File: config.mk
export PLATFORM = sky130hd
export DESIGN_NAME = two_sensor_passage_speed_detector
export DESIGN_NICKNAME = d
export VERILOG_FILES = /design/src/hdl/tspd_pkg.sv /design/src/hdl/two_sensor_passage_speed_detector.sv /design/src/hdl/tspd_div.sv
export VERILOG_INCLUDE_DIRS = /design/src /design/src/hdl
export SDC_FILE = /design/constraint.sdc
export NUM_CORES = 1
export LEC_CHECK = 0
export BUFFER_PORTS_ARGS = -buffer_cell sky130_fd_sc_hd__buf_2
export CAP_MARGIN = 5
export CORE_MARGIN = 1.5
export CORE_UTILIZATION = 27
export CTS_CLUSTER_DIAMETER = 30
export DETAILED_ROUTE_END_ITERATION = 8
export GPL_TIMING_DRIVEN = 0
export SYNTH_ARGS = -nofsm -noshare
export SYNTH_HDL_FRONTEND = slang
export SYNTH_HIERARCHICAL = 1
export SYNTH_SLANG_ARGS = --single-unit
export TNS_END_PERCENT = 20
File: constraint.sdc
create_clock -name clk_i -period 4.3 [get_ports clk_i]
set_input_delay 0.86 -clock clk_i [delete_from_list [all_inputs] [get_ports clk_i]]
set_output_delay 0.86 -clock clk_i [all_outputs]
set_load 0.01 [all_outputs]
File: src/hdl/two_sensor_passage_speed_detector_defines.svh
// Assertion helpers for the passage speed detector.
`ifndef TWO_SENSOR_PASSAGE_SPEED_DETECTOR_DEFINES_SVH
`define TWO_SENSOR_PASSAGE_SPEED_DETECTOR_DEFINES_SVH

// Same-cycle implication, checked on every rising clock edge out of reset.
`define TSPD_ASSERT_SAME(lbl, clk, rstn, ante, cons) \
  lbl: assert property (@(posedge clk) disable iff (!rstn) (ante) |-> (cons)) \
    else $error("tspd: same-cycle check failed");

// Next-cycle implication.
`define TSPD_ASSERT_NEXT(lbl, clk, rstn, ante, cons) \
  lbl: assert property (@(posedge clk) disable iff (!rstn) (ante) |=> (cons)) \
    else $error("tspd: next-cycle check failed");

`endif

File: src/hdl/tspd_pkg.sv
package tspd_pkg;

  // Field widths
  localparam int unsigned SENSE_W   = 2;
  localparam int unsigned DIR_W     = 2;
  localparam int unsigned SPEED_W   = 24;
  localparam int unsigned ELAPSED_W = 16;
  localparam int unsigned TIMEOUT_W = 16;
  localparam int unsigned SCALE_W   = 24;
  localparam int unsigned HOLD_W    = 10;

  // Register reset values
  localparam logic [TIMEOUT_W-1:0] TIMEOUT_RST = 16'd1000;
  localparam logic [SCALE_W-1:0]   SCALE_RST   = 24'd10000;
  localparam logic [HOLD_W-1:0]    HOLD_RST    = 10'd50;

  // Register indexes (byte address / 4)
  localparam logic [1:0] REG_TIMEOUT = 2'd0;
  localparam logic [1:0] REG_SCALE   = 2'd1;
  localparam logic [1:0] REG_HOLD    = 2'd2;

  // Sensor patterns
  localparam logic [SENSE_W-1:0] SNS_NONE = 2'd0;
  localparam logic [SENSE_W-1:0] SNS_A    = 2'd1;
  localparam logic [SENSE_W-1:0] SNS_B    = 2'd2;
  localparam logic [SENSE_W-1:0] SNS_BOTH = 2'd3;

  // Direction codes
  localparam logic [DIR_W-1:0] DIR_FWD = 2'd0;
  localparam logic [DIR_W-1:0] DIR_REV = 2'd1;
  localparam logic [DIR_W-1:0] DIR_UNK = 2'd2;

  localparam logic [SPEED_W-1:0] SPEED_MAX = '1;

  // Passage phases
  typedef enum logic [3:0] {
    PH_IDLE    = 4'b0001,
    PH_EDGE    = 4'b0010,
    PH_BOTH    = 4'b0100,
    PH_THROUGH = 4'b1000
  } phase_e;

  // Divider states
  typedef enum logic [2:0] {
    DIV_IDLE = 3'b001,
    DIV_RUN  = 3'b010,
    DIV_DONE = 3'b100
  } div_state_e;

  // Divider status toward the sequencer
  typedef struct packed {
    logic busy;
    logic done;
  } div_sts_t;

  // Divider control from the sequencer
  typedef struct packed {
    logic start;
    logic take;
  } div_ctl_t;

endpackage

File: src/hdl/two_sensor_passage_speed_detector.sv
// A report passes from the completing sample through the divider's run and done
//   states into the output register; a zero count skips the run state.
// Samples are taken one per cycle while the divider is idle; after a report
//   s_axis_tready_o stays low while the divider runs, longer while the output is held.
// Reset (rst_ni low, asynchronous): phase idle, counters clear, registers take
//   their reset values, no result pending.
`include "two_sensor_passage_speed_detector_defines.svh"

module two_sensor_passage_speed_detector #(
  parameter int unsigned COUNT_BITS = 16
) (
  input  logic        clk_i,
  input  logic        rst_ni,
  // Sample stream
  input  logic        s_axis_tvalid_i,
  output logic        s_axis_tready_o,
  input  logic [7:0]  s_axis_tdata_i,   // [1:0] sensor_bits, [7:2] zero
  // Report stream
  output logic        m_axis_tvalid_o,
  input  logic        m_axis_tready_i,
  output logic [47:0] m_axis_tdata_o,   // [1:0] direction, [25:2] speed_mm_s,
                                        // [41:26] elapsed_ticks, [47:42] zero
  // Register port
  input  logic        psel,
  input  logic        penable,
  input  logic        pwrite,
  input  logic [3:0]  paddr,
  input  logic [31:0] pwdata,
  output logic [31:0] prdata,
  output logic        pready
);
  import tspd_pkg::*;

  localparam int unsigned CMP_W = (COUNT_BITS > TIMEOUT_W) ? COUNT_BITS : TIMEOUT_W;
  localparam logic [COUNT_BITS-1:0] COUNT_MAX = '1;

  // Registers
  logic [TIMEOUT_W-1:0] timeout_q;
  logic [SCALE_W-1:0]   scale_q;
  logic [HOLD_W-1:0]    hold_cfg_q;
  logic                 cfg_wr;
  logic [1:0]           cfg_idx;

  // Passage state
  phase_e                phase_q, phase_d;
  logic [SENSE_W-1:0]    first_q, first_d;
  logic [COUNT_BITS-1:0] tick_q, tick_d;
  logic [HOLD_W-1:0]     hold_q, hold_d;
  logic                  report;

  // Pending result fields and output register
  logic [DIR_W-1:0]     res_dir_q;
  logic [ELAPSED_W-1:0] res_elapsed_q;
  logic                 out_vld_q;
  logic [DIR_W-1:0]     out_dir_q;
  logic [SPEED_W-1:0]   out_speed_q;
  logic [ELAPSED_W-1:0] out_elapsed_q;

  logic                  s_fire;
  logic [SENSE_W-1:0]    sns;
  logic [COUNT_BITS-1:0] tick_inc;
  logic [CMP_W-1:0]      tick_ext;
  logic                  inc_over, cur_over;
  logic [DIR_W-1:0]      dir_now;
  logic                  load_out;

  div_ctl_t            div_ctl;
  div_sts_t            div_sts;
  logic [SPEED_W-1:0]  div_quo;

  // Register port
  assign pready  = 1'b1;
  assign cfg_idx = paddr[3:2];
  assign cfg_wr  = psel && penable && pwrite && pready;

  always_ff @(posedge clk_i or negedge rst_ni) begin
    if (!rst_ni) begin
      timeout_q  <= TIMEOUT_RST;
      scale_q    <= SCALE_RST;
      hold_cfg_q <= HOLD_RST;
    end else if (cfg_wr) begin
      unique case (cfg_idx)
        REG_TIMEOUT: timeout_q  <= pwdata[TIMEOUT_W-1:0];
        REG_SCALE:   scale_q    <= pwdata[SCALE_W-1:0];
        REG_HOLD:    hold_cfg_q <= pwdata[HOLD_W-1:0];
        default: ;
      endcase
    end
  end

  always_comb begin
    unique case (cfg_idx)
      REG_TIMEOUT: prdata = {{(32-TIMEOUT_W){1'b0}}, timeout_q};
      REG_SCALE:   prdata = {{(32-SCALE_W){1'b0}}, scale_q};
      REG_HOLD:    prdata = {{(32-HOLD_W){1'b0}}, hold_cfg_q};
      default:     prdata = '0;
    endcase
  end

  // Sample intake: held off while a division is in flight
  assign s_axis_tready_o = !div_sts.busy;
  assign s_fire          = s_axis_tvalid_i && s_axis_tready_o;
  assign sns             = s_axis_tdata_i[SENSE_W-1:0];

  // Saturating count and timeout compares
  assign tick_inc = (tick_q == COUNT_MAX) ? tick_q : tick_q + 1'b1;
  assign inc_over = CMP_W'(tick_inc) > CMP_W'(timeout_q);
  assign cur_over = CMP_W'(tick_q) > CMP_W'(timeout_q);
  assign tick_ext = CMP_W'(tick_q);

  always_comb begin
    case (first_q)
      SNS_A:   dir_now = DIR_FWD;
      SNS_B:   dir_now = DIR_REV;
      default: dir_now = DIR_UNK;
    endcase
  end

  // Phase sequencer, one step per accepted sample
  always_comb begin
    phase_d = phase_q;
    first_d = first_q;
    tick_d  = tick_q;
    hold_d  = hold_q;
    report  = 1'b0;
    if (s_fire) begin
      if (hold_q != '0) begin
        hold_d = hold_q - 1'b1;
      end else begin
        unique case (phase_q)
          PH_IDLE: begin
            tick_d = '0;
            if (sns != SNS_NONE) begin
              first_d = sns;
              phase_d = PH_EDGE;
            end
          end
          PH_EDGE: begin
            if (sns == first_q) begin
              tick_d = tick_inc;
              if (inc_over) begin
                phase_d = PH_IDLE;
              end
            end else if (sns == SNS_BOTH) begin
              phase_d = PH_BOTH;
            end else begin
              phase_d = PH_IDLE;
            end
          end
          PH_BOTH: begin
            if ((sns & first_q) == SNS_NONE) begin
              phase_d = PH_THROUGH;
            end else begin
              tick_d = tick_inc;
            end
          end
          PH_THROUGH: begin
            if (sns == SNS_NONE) begin
              report  = 1'b1;
              phase_d = PH_IDLE;
              hold_d  = hold_cfg_q;
            end else if (cur_over) begin
              phase_d = PH_IDLE;
            end
          end
          default: phase_d = PH_IDLE;
        endcase
      end
    end
  end

  always_ff @(posedge clk_i or negedge rst_ni) begin
    if (!rst_ni) begin
      phase_q <= PH_IDLE;
      first_q <= SNS_NONE;
      tick_q  <= '0;
      hold_q  <= '0;
    end else begin
      phase_q <= phase_d;
      first_q <= first_d;
      tick_q  <= tick_d;
      hold_q  <= hold_d;
    end
  end

  // Fields of a report wait here while the divider runs
  always_ff @(posedge clk_i) begin
    if (report) begin
      res_dir_q     <= dir_now;
      res_elapsed_q <= tick_ext[ELAPSED_W-1:0];
    end
  end

  // Speed division
  assign load_out      = div_sts.done && (!out_vld_q || m_axis_tready_i);
  assign div_ctl.start = report;
  assign div_ctl.take  = load_out;

  tspd_div #(
    .COUNT_BITS(COUNT_BITS)
  ) u_div (
    .clk_i    (clk_i),
    .rst_ni   (rst_ni),
    .ctl_i    (div_ctl),
    .scale_i  (scale_q),
    .divisor_i(tick_q),
    .sts_o    (div_sts),
    .quo_o    (div_quo)
  );

  // Output register
  always_ff @(posedge clk_i or negedge rst_ni) begin
    if (!rst_ni) begin
      out_vld_q <= 1'b0;
    end else if (load_out) begin
      out_vld_q <= 1'b1;
    end else if (m_axis_tready_i) begin
      out_vld_q <= 1'b0;
    end
  end

  always_ff @(posedge clk_i) begin
    if (load_out) begin
      out_dir_q     <= res_dir_q;
      out_speed_q   <= div_quo;
      out_elapsed_q <= res_elapsed_q;
    end
  end

  assign m_axis_tvalid_o = out_vld_q;
  assign m_axis_tdata_o  = {6'b0, out_elapsed_q, out_speed_q, out_dir_q};

  // A report only comes from a sample outside the holdoff window
  `TSPD_ASSERT_SAME(a_no_report_in_hold, clk_i, rst_ni, report, hold_q == '0 && s_fire)
  // A report always puts the divider to work
  `TSPD_ASSERT_NEXT(a_report_busy, clk_i, rst_ni, report, div_sts.busy && hold_q == hold_cfg_q)
  // The output register only fills from a finished division
  `TSPD_ASSERT_SAME(a_out_from_div, clk_i, rst_ni, load_out, div_sts.done)

endmodule

File: src/hdl/tspd_div.sv
`include "two_sensor_passage_speed_detector_defines.svh"

// Restoring divider, one quotient bit per cycle: quo = scale / divisor.
// A zero divisor gives the saturated maximum at once.
module tspd_div #(
  parameter int unsigned COUNT_BITS = 16
) (
  input  logic                          clk_i,
  input  logic                          rst_ni,
  input  tspd_pkg::div_ctl_t            ctl_i,
  input  logic [tspd_pkg::SCALE_W-1:0]  scale_i,
  input  logic [COUNT_BITS-1:0]         divisor_i,
  output tspd_pkg::div_sts_t            sts_o,
  output logic [tspd_pkg::SPEED_W-1:0]  quo_o
);
  import tspd_pkg::*;

  localparam int unsigned CNT_W = $clog2(SPEED_W);
  localparam logic [CNT_W-1:0] LAST_STEP = CNT_W'(SPEED_W - 1);

  div_state_e             state_q, state_d;
  logic [CNT_W-1:0]       cnt_q, cnt_d;
  logic [SPEED_W-1:0]     quo_q, quo_d;
  logic [COUNT_BITS-1:0]  rem_q, rem_d;
  logic [COUNT_BITS-1:0]  dvs_q, dvs_d;
  logic [COUNT_BITS:0]    rem_sh;
  logic [COUNT_BITS:0]    rem_sub;
  logic                   ge;

  // One restoring step: shift in the next dividend bit, try the subtract
  assign rem_sh  = {rem_q, quo_q[SPEED_W-1]};
  assign rem_sub = rem_sh - {1'b0, dvs_q};
  assign ge      = rem_sh >= {1'b0, dvs_q};

  always_comb begin
    state_d = state_q;
    cnt_d   = cnt_q;
    quo_d   = quo_q;
    rem_d   = rem_q;
    dvs_d   = dvs_q;
    unique case (state_q)
      DIV_IDLE: begin
        if (ctl_i.start) begin
          dvs_d = divisor_i;
          rem_d = '0;
          cnt_d = '0;
          if (divisor_i == '0) begin
            quo_d   = SPEED_MAX;
            state_d = DIV_DONE;
          end else begin
            quo_d   = scale_i;
            state_d = DIV_RUN;
          end
        end
      end
      DIV_RUN: begin
        rem_d = ge ? rem_sub[COUNT_BITS-1:0] : rem_sh[COUNT_BITS-1:0];
        quo_d = {quo_q[SPEED_W-2:0], ge};
        cnt_d = cnt_q + 1'b1;
        if (cnt_q == LAST_STEP) begin
          state_d = DIV_DONE;
        end
      end
      DIV_DONE: begin
        if (ctl_i.take) begin
          state_d = DIV_IDLE;
        end
      end
      default: state_d = DIV_IDLE;
    endcase
  end

  always_ff @(posedge clk_i or negedge rst_ni) begin
    if (!rst_ni) begin
      state_q <= DIV_IDLE;
      cnt_q   <= '0;
    end else begin
      state_q <= state_d;
      cnt_q   <= cnt_d;
    end
  end

  // Datapath registers, no reset
  always_ff @(posedge clk_i) begin
    quo_q <= quo_d;
    rem_q <= rem_d;
    dvs_q <= dvs_d;
  end

  assign sts_o.busy = (state_q != DIV_IDLE);
  assign sts_o.done = (state_q == DIV_DONE);
  assign quo_o      = quo_q;

  // A start is only issued to an idle divider
  `TSPD_ASSERT_SAME(a_start_idle, clk_i, rst_ni, ctl_i.start, state_q == DIV_IDLE)
  // The run phase always lasts until the last step
  `TSPD_ASSERT_NEXT(a_run_to_done, clk_i, rst_ni,
                    state_q == DIV_RUN && cnt_q == LAST_STEP, state_q == DIV_DONE)
  // The remainder stays below the divisor while running
  `TSPD_ASSERT_SAME(a_rem_bound, clk_i, rst_ni, state_q == DIV_RUN, rem_q < dvs_q)

endmodule
== Yosys cells after proc, flatten, opt, wreduce, memory -nomap -nowiden ==
Index checks and enable logic that the tools add are counted.
Widths: inputs -> output; s select.

* Register bits: 207
* Bits of input ports: 51
* Word-level logic and storage cells: 116

* $add $sub $neg: 4
* $lt $le $gt $ge: 3
* Equality and inequality tests: 25
* Muxes and demuxes: 36
* Bitwise logic cells: 2
* Reductions and logical operators: 28

{| class="wikitable"
|+ Operator list
! kind !! count
|-
| $mux 16 || 5
|-
| $pmux 24 s3 || 1
|-
| $mux 24 || 2
|-
| $pmux 16 s3 || 1
|-
| $pmux 24 s2 || 1
|-
| $gt 16x16->1 || 2
|-
| $pmux 16 s2 || 1
|-
| $mux 10 || 3
|-
| $mux 4 || 6
|-
| $ge 17x16->1 || 1
|-
| $add 16x1->16 const B || 1
|-
| $eq 16x16->1 const B || 1
|-
| $logic_not 16->1 || 1
|-
| $pmux 4 s4 || 1
|-
| $sub 16x16->16 || 1
|-
| $mux 3 || 5
|-
| $ne 2x2->1 const B || 6
|-
| $pmux 5 s2 || 1
|-
| $reduce_and 2->1 || 5
|-
| $reduce_bool 10->1 || 1
|-
| $reduce_bool 2->1 || 5
|-
| $sub 10x1->10 const B || 1
|-
| $pmux 3 s3 || 1
|-
| $eq 2x2->1 const B || 3
|-
| 28 further kinds || 42
|}

== Logic depth before layout (Yosys ltp) ==
* Depth after elaboration: 7
* Mapped depth: 13
* Gate-level depth less buffers: 13

== Modules after synthesis ==
The synthesis kept the hierarchy.

{| class="wikitable"
|+ By module, submodules not included
! module !! instances !! cells an instance !! area each (µm²) !! seq. area each (µm²)
|-
| two_sensor_passage_speed_detector || 1 || 619 || 7110.6 || 3897.5
|-
| tspd_div || 1 || 380 || 3868.7 || 1883.1
|}

== Worst setup path before layout ==
Ideal clock, no wire load.

* Path type: register to register
* Start: register u_div.state_q[0]
* End: register u_div.cnt_q[2]
* Data arrival time: 4.407 ns
* Path slack: -0.234 ns
* Stages on the path, launching flop included: 11
* Path buffers: 0
* Period minus slack after synthesis: 4.534 ns
* Path through: dfstp_2 nor3b_1 inv_1 inv_1 nand2_4 nor3_1 nand2_1 nand2_1 o21ai_0 nand2_1 o21ai_0

{| class="wikitable"
|+ RTL lines
! item !! line !! source
|-
| start: declaration || tspd_div.sv:21 || <nowiki>div_state_e state_q, state_d;</nowiki>
|-
| start signal: assignment || tspd_div.sv:78 || <nowiki>state_q <= state_d;</nowiki>
|-
| end signal: assignment || tspd_div.sv:79 || <nowiki>cnt_q <= cnt_d;</nowiki>
|-
| end: declaration || tspd_div.sv:22 || <nowiki>logic [CNT_W-1:0] cnt_q, cnt_d;</nowiki>
|}

== Worst setup path after layout ==
* Start: register tick_q[7] (netlist: tick_ext[7])
* End: register phase_q[1]

* Word-level cells in the longest chain between the ends: 5
* Elaborated cells on any way between the ends: 8
* Those cells by class: add/sub (1); order compare (2); eq/ne (3); mux (1); reduce/logical (1)

{| class="wikitable"
|+ RTL lines
! item !! line !! source
|-
| start: declaration || two_sensor_passage_speed_detector.sv:47 || <nowiki>logic [COUNT_BITS-1:0] tick_q, tick_d;</nowiki>
|-
| start signal: assignment || two_sensor_passage_speed_detector.sv:181 || <nowiki>tick_q <= tick_d;</nowiki>
|-
| $add 16x1->16 / $eq 16x16->1 (equally long branches) || two_sensor_passage_speed_detector.sv:106 || <nowiki>assign tick_inc = (tick_q == COUNT_MAX) ? tick_q : tick_q + 1'b1;</nowiki>
|-
| $mux 16 || two_sensor_passage_speed_detector.sv:106 ||
|-
| $gt 16x16->1 || two_sensor_passage_speed_detector.sv:107 || <nowiki>assign inc_over = CMP_W'(tick_inc) > CMP_W'(timeout_q);</nowiki>
|-
| $ne 3x3->1 (no line) || n/a ||
|-
| $reduce_and 6->1 (no line) (*) || n/a ||
|-
| end signal: assignment || two_sensor_passage_speed_detector.sv:179 || <nowiki>phase_q <= phase_d;</nowiki>
|-
| end: declaration || two_sensor_passage_speed_detector.sv:45 || <nowiki>phase_e phase_q, phase_d;</nowiki>
|}

Mark *: on every way between the ends. The rest lies on a longest branch, timed or not.
A chain may end at the register's enable or synchronous reset.

==> reports/qor.yml <==
outcome: "finished, final reports clean"
final-max-slew-violation-count: 0
synth_area_leaders: "edfxtp_1, dfrtp_1, ha_1"
ys.flop_type: "edfxtp_1"
cp_data_arrival_time_ns: 4.42
core_um2: 39900
syn_inst: 999
clkPwrFrac_pct: 49.3
pin_count: 134
critPathLaunchType: "flip-flop"
p_seq_share_pct: 38.4
grt_start_max_net_pins: 63
hold_viol_final: 0
rr_worst_depth: 12
drtPass1Iterations: 4
drive_above_1_share_pct: 25.2
worst_slack_ns: 0.285
hp-class: "in -> async"
n_antenna_cell: 0
utilization_pct: 34.4
cts.clk_slew.worst_paths_ns: 0.05
switchingPower_mw: 1.73
worstPathMaxFanout: 11
fin_tns_setup_ns: 0
overflow: 0
wl_per_cell_um: 17.3
tightest_slew_ns: 1.20
peakVddDrop_mv: 0.246
p_sw_share_pct: 27.1
yosysTopAreaCell: "edfxtp_1"
syn_avg_cell_area_um2: 11.0
yosys_warnings: 6
cts_buffers: 42
synth-edff-count: 116
ys_ff_latch: 207
clockBufferDepth: 3
root_buffer: "clkbuf_16"
cts_max_level: 2
wl_mm: 29.7
setup_violations: 0
dp_hpwl_mm: 21.7
cts_tree: "done"
num_vias: 8410
rr_startpoint: "tick_ext[7]"
critPathKind: "reg -> reg"
clk_latency_ns: 0.53
r2r_end: "phase_q[1]"
min_period_over_period_pct: 93.4
p_leak_nw: 5.77
total_power_mw: 6.39
layout.nets: 1268
relSlewSlack_pct: 19.1
r2r_slack_ns: 0.28
ys_seq_area_share_pct: 52.6
netlist_area_um2: 11000
rsz0062_at_grt: "false"
syn_to_final_growth_pct: 25.1
hold_buffers: 0
portBuffers: 102
initialDrtViolationCount: 524
drc: 0
cts.sinks: 207
min_period_ns: 4.02
synth_top_area_share_pct: 31.7
power.internal_mw: 4.66
die_w_um: 205
antenna_found_initial: 0
critPathRequiredTime_ns: 4.71
via_per_inst: 4.89
synth_cell_type_count: 95
row_count: 73
place.gp.congestion: 0.889
track_usage_pct: 14.1
fin_skew_ns: 0.0166
grt_pass1_wl_mm: 45.6
die_h_um: 205
maxCapViolCount: 0
postRouteAntennaNets: 0
pre_cts_ws_ns: 0.196
die_area_um2: 41900
worstSetupEndpointType: "flip-flop"
grt_pass1_vias: 8175
async_flop_share_pct: 44.0
power_density_nw_per_um2: 465
combPwrFrac_pct: 12.3
fmax_ghz: 0.249
start_util_pct: 27.5
==> power by group through the flow <==
| stage | sequential [mW] | clock [mW] | combinational, mW |
|---|---|---|---|
| 5_1_grt | 2.48 | 3.31 | 0.884 |
| 3_3_place_gp | 2.48 | 0 | 0.762 |
| 2_1_floorplan | 2.43 | 0 | 0.567 |
| 3_5_place_dp | 2.49 | 0 | 0.786 |
| 6_report | 2.46 | 3.15 | 0.787 |
| 4_1_cts | 2.45 | 3.21 | 0.792 |
==> synthesized netlist by cell type (all sizes together) (5+ instances only) <==
library cell,instances
mux2,41
mux2i,19
o21bai,5
nand2b,6
nor2b,7
xnor2,9
a21oi,53
buf,26
a211oi,7
dfstp,16
edfxtp,116
nand4,14
o31ai,11
inv,54
dfrtp,75
nand2,133
o21ai,90
nor2,34
a21o,9
or3,9
xor2,8
and2,14
o211ai,8
o22ai,6
or4,5
nor3,18
ha,54
nand3,38
o311ai,5
clkbuf,26
and3,8
nor4,9
nor3b,6
==> repair_timing <==
item / in CTS / in global routing
gates resized for setup: 0 / 4
setup endpoints to repair: 0 / 4
setup buffers: 0 / 0
==> critical path, cell delays in order, from the launching register on <==
cell      delay (ns)
dfrtp_1         0.61
nand4_1         0.27
or3_1           0.45
o31ai_1         0.49
nor2_1          0.17
xnor2_1         0.17
ha_1            0.29
nand2_1         0.13
nor3_1          0.08
or4_1           0.50
a211o_1         0.27
nand4b_4        0.15
mux2_4          0.31
==> kinds of logic after synthesis <==
logic type               Yosys count  synth area share, %
XOR/XNOR                          17                 1.36
AND/OR/NAND/NOR                  322                 15.2
multiplexers                      60                 6.07
other                              2               0.0684
flip-flops                       207                 52.6
AO/OA/AOI/OAI                    230                 13.8
buffers and inverters            106                 4.46
adder cells (fa/ha/maj)           55                 6.34
==> sequential cells by signal, indices dropped and copies added (netlist names), 3 cells and up <==
signal and cells:
hold_q 10, res_elapsed_q 16, u_div/rem_q 16, out_speed_q 24
u_div/state_q 3, tick_ext 16, out_elapsed_q 16, scale_q 24
u_div/cnt_q 5, phase_q 4, u_div/quo_o 24, hold_cfg_q 10
timeout_q 16, u_div/dvs_q 16
==> final cells by class <==
type,instances,area (um2)
fillers,3953,26200
flip-flops and latches,207,5780
multi-input cells,699,4790
clock buffers,50,1110
well taps,525,657
repair buffers,106,616
clock inverters,28,288
plain buffers,52,287
inverters,54,203
==> worst max-delay path by stage <==
stage                            startpoint             end  slack (ns)  cells after the start
after floorplan            u_div/state_q[0]  u_div/cnt_q[2]        0.48                     10
after global placement    s_axis_tdata_i[1]  u_div/cnt_q[2]       -1.33                      9
after detailed placement        tick_ext[0]      phase_q[1]        0.20                     13
after CTS                       tick_ext[0]      phase_q[1]        0.19                     13
after global routing            tick_ext[7]      phase_q[1]        0.04                     12
final                           tick_ext[7]      phase_q[1]        0.28                     12
==> placed cells by master, fill, tap and decap left out, types with 6 or more instances in the layout <==
cell	count
buf_2	108
o31ai_1	9
nor2_1	34
nand3_1	36
ha_1	54
clkbuf_1	32
and2_1	12
mux2i_1	19
nor3b_1	6
nor4_1	7
clkbuf_16	43
xnor2_1	9
nand2b_1	6
a21oi_1	47
nor2b_1	7
edfxtp_1	116
xor2_1	8
o21ai_0	74
mux2_2	36
nor3_1	14
o21ai_1	16
or3_1	7
nand2_1	131
conb_1	15
nand4_1	13
o211ai_1	8
clkinv_2	6
buf_4	17
inv_6	10
a21oi_2	6
and3_1	8
inv_1	54
a21o_1	7
dfrtp_1	73
dfstp_2	16
==> metrics by stage <==
step | instances | instance area, um2 | hold WS, ns
2_1_floorplan | 1012 | 11000 | 0.400
4_1_cts | 1721 | 13700 | 0.280
5_1_grt | 1721 | 13700 | 0.304
6_report | 1721 | 13700 | 0.284
3_3_place_gp | 1639 | 12200 | 0.406
3_5_place_dp | 1643 | 12300 | 0.406
==> metal layers <==
metal	wire length (um)	part of all wire, %	vias up	GRT usage (%)
met5	0	0	-	0
met4	527	1.8	0	4.10
met3	1710	5.8	39	2.78
met2	14500	49	261	23.6
li1	-	-	4001	-
met1	13000	44	4109	18.3
No activity file was read; power rests on OpenSTA's default activity.
